--- src/design/pip_pkg.sv ---
// Shared types and constants for the point-in-polygon crossing test block.
package pip_pkg;

    localparam int MAX_VERTICES_DEF = 256;
    localparam int COORD_WIDTH_DEF  = 24;

    // Item kind carried on s_tuser
    typedef enum logic [1:0] {
        MODE_START  = 2'd0,
        MODE_APPEND = 2'd1,
        MODE_QUERY  = 2'd2
    } mode_t;

    typedef enum logic [1:0] {
        ST_IDLE,
        ST_RUN,
        ST_DRAIN
    } state_t;

    // Per-cell control of the vertex ring
    typedef struct packed {
        logic shift;
        logic load;
    } cell_ctrl_t;

    // Control into the edge evaluator
    typedef struct packed {
        logic vld;
        logic active;
        logic clear;
    } edge_ctrl_t;

    // Status out of the edge evaluator
    typedef struct packed {
        logic busy;
        logic parity;
    } edge_stat_t;

endpackage

--- src/design/pip_cell.sv ---
// One vertex cell of the rotating vertex ring.
module pip_cell #(
    parameter int W = pip_pkg::COORD_WIDTH_DEF
) (
    input  logic                aclk,
    input  pip_pkg::cell_ctrl_t ctrl,
    input  logic signed [W-1:0] load_x,
    input  logic signed [W-1:0] load_y,
    input  logic signed [W-1:0] nbr_x,
    input  logic signed [W-1:0] nbr_y,
    output logic signed [W-1:0] vx,
    output logic signed [W-1:0] vy
);
    import pip_pkg::*;

    logic signed [W-1:0] x_reg, y_reg;

    // load wins; shifting only happens during a query, when no load occurs
    always_ff @(posedge aclk) begin
        if (ctrl.load) begin
            x_reg <= load_x;
            y_reg <= load_y;
        end else if (ctrl.shift) begin
            x_reg <= nbr_x;
            y_reg <= nbr_y;
        end
    end

    assign vx = x_reg;
    assign vy = y_reg;

endmodule

--- config.mk ---
export PLATFORM = sky130hd
export DESIGN_NAME = pip_cell
export DESIGN_NICKNAME = d
export VERILOG_FILES = /design/src/design/pip_pkg.sv /design/src/design/pip_cell.sv
export SDC_FILE = /design/constraint.sdc
export NUM_CORES = 1
export LEC_CHECK = 0
export BUFFER_PORTS_ARGS = -buffer_cell sky130_fd_sc_hd__buf_2
export CAP_MARGIN = 20
export CORE_MARGIN = 5
export CORE_UTILIZATION = 42
export CTS_BUF_LIST = sky130_fd_sc_hd__clkbuf_8
export DETAILED_ROUTE_END_ITERATION = 12
export PLACE_DENSITY = 0.83
export SYNTH_ARGS = -nofsm -noshare
export SYNTH_HDL_FRONTEND = slang
export SYNTH_SLANG_ARGS = --single-unit
export TNS_END_PERCENT = 50
--- constraint.sdc ---
create_clock -name aclk -period 2.7 [get_ports aclk]
set_input_delay 0.27 -clock aclk [delete_from_list [all_inputs] [get_ports aclk]]
set_output_delay 0.27 -clock aclk [all_outputs]
set_load 0.01 [all_outputs]
==> reports/results.tsv <==
metric	value	unit
status	complete, no violations	
placeableCoreArea	4755	um2
avgSynthCellArea	20.26	um2
final_nets	351	
synthTopCellsByCount	48 x edfxtp_1, 39 x mux2_2, 9 x mux2_4	
initial_utilization	43.47	%
ys_types	6	
grt_max_degree	49	
dpl.hpwl	4162	um
synth-seq-cells	48	
antennaDiodeCount	0	
worstPathCellList	buf_2 -> buf_4 -> mux2_2	
period_minus_slack	1.259	ns
slowest_delay	0.51	ns
wl_per_cell	16.10	um
syn_nets	201	
hold_class	in2reg	
hold_ws	0.2721	ns
netlist_top_cells_area	edfxtp_1 70%, mux2_2 21%, mux2_4 6.5%, buf_4 1.1%, buf_6 1.1%	
postCtsSetupBuffers	0	
avgViaCountPerCell	4.544	
worst_pin_slew	0.6186	ns
crit_path_end_kind	flop	
cp.required	2.74	ns
p_int	1349	uW
tns	0	ns
drv_slew	0	
drtPass1Iterations	4	
holdBufCountCts	0	
synth-main-ff-cell	edfxtp_1	
final_layout_size_suffix_gt1_share	81.03	%
rows	25	
drtAntennaViolNets	0	
synth_top_area_share	69.73	%
antenna_found_initial	1	
p_clk_share	29.0	%
synth_area_leader_cell	edfxtp_1	
comb_power_share	17.3	%
synth_most_common_cell	edfxtp_1	
io_pins	147	
cp-start-kind	input port	
power.density	583.9	nW/um2
crit_slowest_cell	buf_4	
numCtsBuffers	5	
fill_cells	390	
clk_pin_slew	0.09	ns
synth_area	2067	um2
fin_crit_sh	46.61	%
die_w	80.15	um
cp_max_fo	48	
gp_congestion	0.7413	
async_reset_ff_share	0	%
syn_to_final_growth	43.95	%
cts_tree	yes	
timing.fmax	794.6	MHz
p_switching	387.8	uW
drc	0	
h-tree-depth	2	
die_h	80.15	um
cts_resized	0	
synth_seq_area_share	69.73	%
syn_inst	102	
synth_edf_count	48	
switching_share	22.32	%
num_vias	1454	
grt_util_all_layers	15.40	%
routed_wl	5153	um
maxCapViolCount	0	
cts.sinks	48	
rsz0062_at_grt	false	
p_leak	0.001362	uW
grt_pass1_wl	7445	um
ir_drop	287.0	uV
drt-initial-drc-count	84	
arrival	1.30	ns
power_frac_seq	53.7	%
yosys_warnings	0	
port-buffer-count	146	
finalSetupViolCount	0	
die_area	6424	um2
root_buffer	clkbuf_8	
worstSetupPathType	in2reg	
grt_pass1_vias	1527	
grt_overflow	0	
slew_headroom	58.76	%
hold_viol	0	
cts_buffer_depth	2	
-- power groups by stage --
stage / Combinational (uW) / Clock, uW / Sequential [uW]
finish: 301 / 504 / 932
global route: 324 / 545 / 940
CTS: 303 / 517 / 935
detailed placement: 303 / 0 / 952
global placement: 297 / 0 / 948
floorplan: 91.8 / 0 / 999
-- layout by cell type (no fill, tap or decap) --
cell        synthesis  layout
clkbuf_8            0       5
buf_12              0       1
clkinvlp_4          0       1
mux2_4              9       9
buf_4               3       1
mux2_2             39      39
buf_2               0     146
or2_2               0       1
clkinv_2            0       1
bufinv_16           0       1
edfxtp_1           48      48
-- flip-flops by register name, indices dropped and copies added (netlist names) --
register  cells
vx           24
vy           24
-- worst max-delay path: cells and delay by family --
kind / cells / cell delay [ns]
buf+inv: 2 / 0.59
mux: 1 / 0.41
-- path summary, 6_finish.rpt --
check	from	to	slack [ns]	cells after the start
worst min-delay path	nbr_x[19]	vx[19]$_DFFE_PP_	0.27	2
worst max-delay path	ctrl[0]	vx[2]$_DFFE_PP_	1.44	3
-- stage by stage --
stage                     cells  util (%)  worst slack [ns]  area, um2  total power [uW]
final                       320     62.58             1.441       2975              1737
after global routing        320     62.58             1.396       2975              1809
after CTS                   319     62.16             1.388       2955              1755
after detailed placement    311     59.82             1.075       2844              1255
after global placement      311     59.82             1.098       2844              1245
after floorplan             102         -            0.6281       2067              1091
-- kinds of logic (layout without fill, tap and decap cells) --
family / Yosys count / count (layout) / synth area share (%)
buffers and inverters: 5 / 156 / 2.179
AND/OR/NAND/NOR: 1 / 1 / 0.3029
flip-flops: 48 / 48 / 69.73
multiplexers: 48 / 48 / 27.78
-- final cells by class --
class,count,area (um2),area share (%)
multi-input cells,49,580.6,19.51
clock buffers,5,68.82,2.313
clock inverters,3,42.54,1.430
repair buffers,148,758.2,25.48
flip-flops and latches,48,1441,48.44
well taps,67,83.83,2.817
-- per-layer routing --
metal / global-route usage [%] / wire length, um / up-vias
met3: 4.709 / 519 / 8
met5: 0 / 13 / -
li1: - / - / 699
met1: 15.80 / 1823 / 658
met4: 5.912 / 87 / 2
met2: 28.89 / 2708 / 87
Note: power is estimated with default switching activity, not from simulation.
