<file path="config.mk">
export PLATFORM = sky130hd
export DESIGN_NAME = pip_edge
export DESIGN_NICKNAME = d
export VERILOG_FILES = /design/src/design/pip_pkg.sv /design/src/design/pip_edge.sv
export SDC_FILE = /design/constraint.sdc
export NUM_CORES = 2
export LEC_CHECK = 0
export BUFFER_PORTS_ARGS = -buffer_cell sky130_fd_sc_hd__buf_2
export CAP_MARGIN = 10
export CORE_ASPECT_RATIO = 1.25
export CORE_MARGIN = 5
export CORE_UTILIZATION = 55
export CTS_CLUSTER_SIZE = 12
export DETAILED_ROUTE_END_ITERATION = 12
export PLACE_DENSITY = 0.71
export SETUP_SLACK_MARGIN = 0.1
export SYNTH_ARGS = -nofsm -noshare
export SYNTH_HDL_FRONTEND = slang
export SYNTH_SLANG_ARGS = --single-unit
export TNS_END_PERCENT = 1
</file>
<file path="constraint.sdc">
create_clock -name aclk -period 9.4 [get_ports aclk]
set_clock_uncertainty 0.1 [all_clocks]
set_input_delay 1.41 -clock aclk [delete_from_list [all_inputs] [get_ports aclk]]
set_output_delay 1.41 -clock aclk [all_outputs]
set_load 0.01 [all_outputs]
</file>
<file path="src/design/pip_pkg.sv">
// Shared types and constants for the point-in-polygon crossing test block.
package pip_pkg;

    localparam int MAX_VERTICES_DEF = 256;
    localparam int COORD_WIDTH_DEF  = 24;

    // Item kind carried on s_tuser
    typedef enum logic [1:0] {
        MODE_START  = 2'd0,
        MODE_APPEND = 2'd1,
        MODE_QUERY  = 2'd2
    } mode_t;

    typedef enum logic [1:0] {
        ST_IDLE,
        ST_RUN,
        ST_DRAIN
    } state_t;

    // Per-cell control of the vertex ring
    typedef struct packed {
        logic shift;
        logic load;
    } cell_ctrl_t;

    // Control into the edge evaluator
    typedef struct packed {
        logic vld;
        logic active;
        logic clear;
    } edge_ctrl_t;

    // Status out of the edge evaluator
    typedef struct packed {
        logic busy;
        logic parity;
    } edge_stat_t;

endpackage

</file>
<file path="src/design/pip_edge.sv">
// Three-stage edge evaluator: span/differences, products, compare and parity.
module pip_edge #(
    parameter int W = pip_pkg::COORD_WIDTH_DEF
) (
    input  logic                aclk,
    input  logic                aresetn,
    input  pip_pkg::edge_ctrl_t ctrl,
    input  logic signed [W-1:0] qx,
    input  logic signed [W-1:0] qy,
    input  logic signed [W-1:0] x0,
    input  logic signed [W-1:0] y0,
    input  logic signed [W-1:0] x1,
    input  logic signed [W-1:0] y1,
    output pip_pkg::edge_stat_t stat
);
    import pip_pkg::*;

    localparam int DW = W + 1;
    localparam int PW = 2 * DW;

    // stage A
    logic signed [W-1:0]  xl, yl, xh, yh;
    logic                 span;
    logic                 a_vld_reg, a_act_reg, a_gtl_reg, a_gth_reg;
    logic signed [DW-1:0] a_dyl_reg, a_dxe_reg, a_dye_reg, a_dxp_reg;
    logic signed [DW-1:0] dyl_next, dxe_next, dye_next, dxp_next;
    // stage B
    logic                 b_vld_reg, b_act_reg, b_gtl_reg, b_gth_reg;
    logic signed [PW-1:0] b_pl_reg, b_pr_reg, pl_next, pr_next;
    // stage C
    logic                 beyond, toggle, parity_reg, parity_next;

    always_comb begin
        if (x0 > x1) begin
            xl = x1; yl = y1; xh = x0; yh = y0;
        end else begin
            xl = x0; yl = y0; xh = x1; yh = y1;
        end
        span     = (qx >= xl) && (qx < xh);
        dyl_next = DW'(qy) - DW'(yl);
        dxe_next = DW'(xh) - DW'(xl);
        dye_next = DW'(yh) - DW'(yl);
        dxp_next = DW'(qx) - DW'(xl);
    end

    assign pl_next = a_dyl_reg * a_dxe_reg;
    assign pr_next = a_dye_reg * a_dxp_reg;

    always_comb begin
        beyond = b_pl_reg > b_pr_reg;
        if (b_gtl_reg) begin
            toggle = b_gth_reg || beyond;
        end else begin
            toggle = b_gth_reg && beyond;
        end
        parity_next = parity_reg;
        if (ctrl.clear) begin
            parity_next = 1'b0;
        end else if (b_vld_reg && b_act_reg && toggle) begin
            parity_next = !parity_reg;
        end
    end

    always_ff @(posedge aclk) begin
        if (!aresetn) begin
            a_vld_reg  <= 1'b0;
            b_vld_reg  <= 1'b0;
            parity_reg <= 1'b0;
        end else begin
            a_vld_reg  <= ctrl.vld;
            b_vld_reg  <= a_vld_reg;
            parity_reg <= parity_next;
        end
    end

    always_ff @(posedge aclk) begin
        a_act_reg <= ctrl.active && span;
        a_gtl_reg <= qy > yl;
        a_gth_reg <= qy > yh;
        a_dyl_reg <= dyl_next;
        a_dxe_reg <= dxe_next;
        a_dye_reg <= dye_next;
        a_dxp_reg <= dxp_next;
        b_act_reg <= a_act_reg;
        b_gtl_reg <= a_gtl_reg;
        b_gth_reg <= a_gth_reg;
        b_pl_reg  <= pl_next;
        b_pr_reg  <= pr_next;
    end

    assign stat.busy   = a_vld_reg || b_vld_reg;
    assign stat.parity = parity_reg;

endmodule

</file>
==> out/results.tsv <==
stage	metric	value	unit
outcome	status	complete, no violations	
placed_design	gp_congestion	0.973	
final_layout	nFillCells	9436	
route	routedWlPerCell	20.5	um
min_path	min_to	b_act_reg	
worst_setup_path	cp.required	9.79	ns
yosys	async_flop_share	0	
route	vias	44800	
yosys	synth_cell_types	95	
flow_run	cap_viol_max_count	0	
worst_setup_path	critPathSlowestCell	dfxtp_1	
yosys	synth.net_count	8457	
worst_setup_path	critPathCaptureType	flop	
global_route	gr-usage-all-layers	0.298	
worst_setup_path	rrSetupSlack	0.91	ns
final_layout	instances_no_fill	8026	
min_path	hp-start	a_act_reg	
clocking	ctsResizeCount	0	
route	drt_iter0_drc	2887	
placed_design	io_buffers	150	
global_route	antenna_found_initial	48	
sta	whs	0.235	ns
die	die_area	0.114	mm^2
worst_setup_path	r2r-end	b_pl_reg[49]	
clocking	ctsLongestPathBuffers	3	
global_route	grt_pass1_wl	264000	um
die	die_w	303	um
global_route	grt_max_degree	84	
die	initial_core_util	0.553	
worst_setup_path	crit_cells	23	
clocking	cts_root_buf	clkbuf_16	
sta	rsz0062_at_grt	false	
placed_design	dp_hpwl	140000	um
worst_setup_path	crit_path_max_incr_delay	1.09	ns
worst_setup_path	path_delay_family	adder cells	
clocking	htreeDepth	1	
worst_setup_path	startpoint_type	flop	
yosys	syn_area	0.0591	mm^2
yosys	ys_ff_latch	209	
route	wl	165000	um
worst_setup_path	path_cells	and2_1 -> fa_1 -> fa_1 -> inv_1 -> fa_1 -> inv_1 -> fa_1 -> fa_1 -> fa_1 -> inv_1 -> fa_1 -> inv_1 -> ha_1 -> a21oi_1 -> a21boi_0 -> a31oi_1 -> nand3_1 -> a21oi_1 -> a41oi_1 -> o31ai_1 -> a221oi_1 -> o41ai_1 -> xnor2_1	
global_route	gr-total-overflow	0	
min_path	hold_class	reg -> reg	
clocking	cts_buffers	27	
sta	setup_viol_count_final	0	
min_path	min_path_cells	0	
final_layout	multi_input_area	0.0485	mm^2
worst_setup_path	r2r_cells	23	
die	die_height	376	um
global_route	grt_pass1_vias	48700	
yosys	synthCells	6535	
die	rows	134	
clocking	clock-sinks	209	
sta	slew_viol_final	0	
clocking	postCtsHoldBufs	0	
worst_setup_path	critPathBufInv	4	
clocking	clk_latency	0.57	ns
sta	worst_pin_slew	1.24	ns
route	via_per_inst	5.58	
clocking	cts_tree	done	
sta	hold_viol_final	0	
final_layout	synthToLayoutAreaGrowth	5.33	%
clocking	path_clk_slew	0.06	ns
sta	fin_tns_setup	0	ns
worst_setup_path	crit_path_frequent_cell	fa_1	
worst_setup_path	critical_path_class	reg -> reg	
yosys	synth_ff_type	dfxtp_1	
route	drtAntennaViolNets	0	
yosys	ys_warn_count	0	
worst_setup_path	crit_arrival	8.88	ns
sta	clock.fmax	118	MHz
yosys	syn_avg_cell_area	9.04	um^2
yosys	synth-edff-count	0	
final_layout	drive_gt1_frac	0.0498	
placed_design	dp.cells	7941	
worst_setup_path	r2r_start	a_dyl_reg[14]	
clocking	cts_setup_buffers	0	
sta	fin_crit	8.49	ns
sta	finalCritPeriodShare	0.903	
sta	max_slew_margin	0.169	
die	core_area	0.107	mm^2
route	drc_errors	0	
yosys	yosysSeqAreaShare	0.0708	
route	dr.pass1.iters	6	
final_layout	nets	8464	
die	pin_count	151	
final_layout	final-seq-area	0.00418	mm^2
worst_setup_path	cp_max_fo	25	
[cells by family (layout without fill, tap and decap cells)]
family | count (synthesis) | after routing | share of synthesized area
and+or+nand+nor | 1877 | 1877 | 0.159
DFF | 209 | 209 | 0.0708
buffers and inverters | 1698 | 1725 | 0.109
adders and majority gates | 1810 | 1810 | 0.549
AOI/OAI and AO/OA | 714 | 714 | 0.0787
muxes | 27 | 27 | 0.00462
xor gates and xnor gates | 200 | 200 | 0.0296
other | 0 | 36 | 0
[cells in the mapped netlist, drive strengths merged, types with 15 or more instances]
cell type / n / area (um^2)
o21bai: 30 / 225
nand2b: 49 / 307
inv: 1432 / 5380
and3: 28 / 180
nand4: 44 / 275
mux2i: 25 / 250
nor2b: 49 / 307
nor2: 229 / 862
a21boi: 24 / 180
ha: 455 / 5690
xnor2: 141 / 1230
maj3: 37 / 370
o21a: 31 / 233
a211oi: 15 / 113
clkbuf: 241 / 905
o21ai: 109 / 546
buf: 24 / 138
nand3: 36 / 180
nor3: 34 / 175
dfxtp: 209 / 4180
a21o: 106 / 796
xor2: 59 / 517
a21oi: 243 / 1220
nand2: 724 / 2720
nor4: 16 / 121
and2: 621 / 3890
fa: 1318 / 26400
a31oi: 30 / 200
[per-layer routing]
layer,routed length (um),GRT usage
met5,179,0
met4,10400,0.154
met3,12200,0.0504
met2,81600,0.510
met1,60600,0.364
[stage by stage]
step                 util  setup WS, ns  area [um^2]
floorplan               -          2.07        59100
global placement    0.574          1.09        61300
detailed placement  0.574          1.01        61300
CTS                 0.582         0.979        62200
global route        0.582         0.260        62200
finish              0.583         0.914        62200
[final cells by class]
| cell class | count | area share |
|---|---|---|
| Clock buffer | 36 | 0.0122 |
| Sequential cell | 209 | 0.0672 |
| Tap cell | 1428 | 0.0287 |
| Timing Repair Buffer | 243 | 0.0233 |
| Multi-Input combinational cell | 4628 | 0.779 |
| Clock inverter | 13 | 0.00157 |
| Antenna cell | 36 | 0.00145 |
| Inverter | 1433 | 0.0864 |
[worst max-delay path by stage]
| stage | from | slack, ns | end |
|---|---|---|---|
| floorplan | a_dxe_reg[4] | 2.07 | b_pl_reg[30] |
| global placement | a_dyl_reg[14] | 1.09 | b_pl_reg[49] |
| detailed placement | a_dyl_reg[14] | 1.01 | b_pl_reg[49] |
| CTS | a_dyl_reg[14] | 0.98 | b_pl_reg[49] |
| global route | a_dyl_reg[14] | 0.26 | b_pl_reg[49] |
| finish | a_dyl_reg[14] | 0.91 | b_pl_reg[49] |
[placed cells by master, fill, tap and decap left out, types with 13 or more instances in the layout]
cell       instances
a21oi_1          243
a31oi_1           28
mux2i_1           25
ha_1             455
maj3_1            37
dfxtp_1          209
xnor2_1          141
buf_4             93
buf_2            150
nand4_1           44
inv_1           1432
o21bai_1          30
o21ai_0          100
o211ai_1          13
a21boi_0          24
clkbuf_16         27
nor2_1           228
nand3_1           36
a211oi_1          15
o21a_1            31
xor2_1            59
diode_2           36
and3_1            27
nor4_1            14
nand2_1          723
and2_1           620
nor2b_1           49
fa_1            1318
nor3_1            33
nand2b_1          49
a21o_1           106
Power is left out: the tool's default activity adds up to more than one toggle a clock period on the data nets, which glitch-free logic cannot reach.
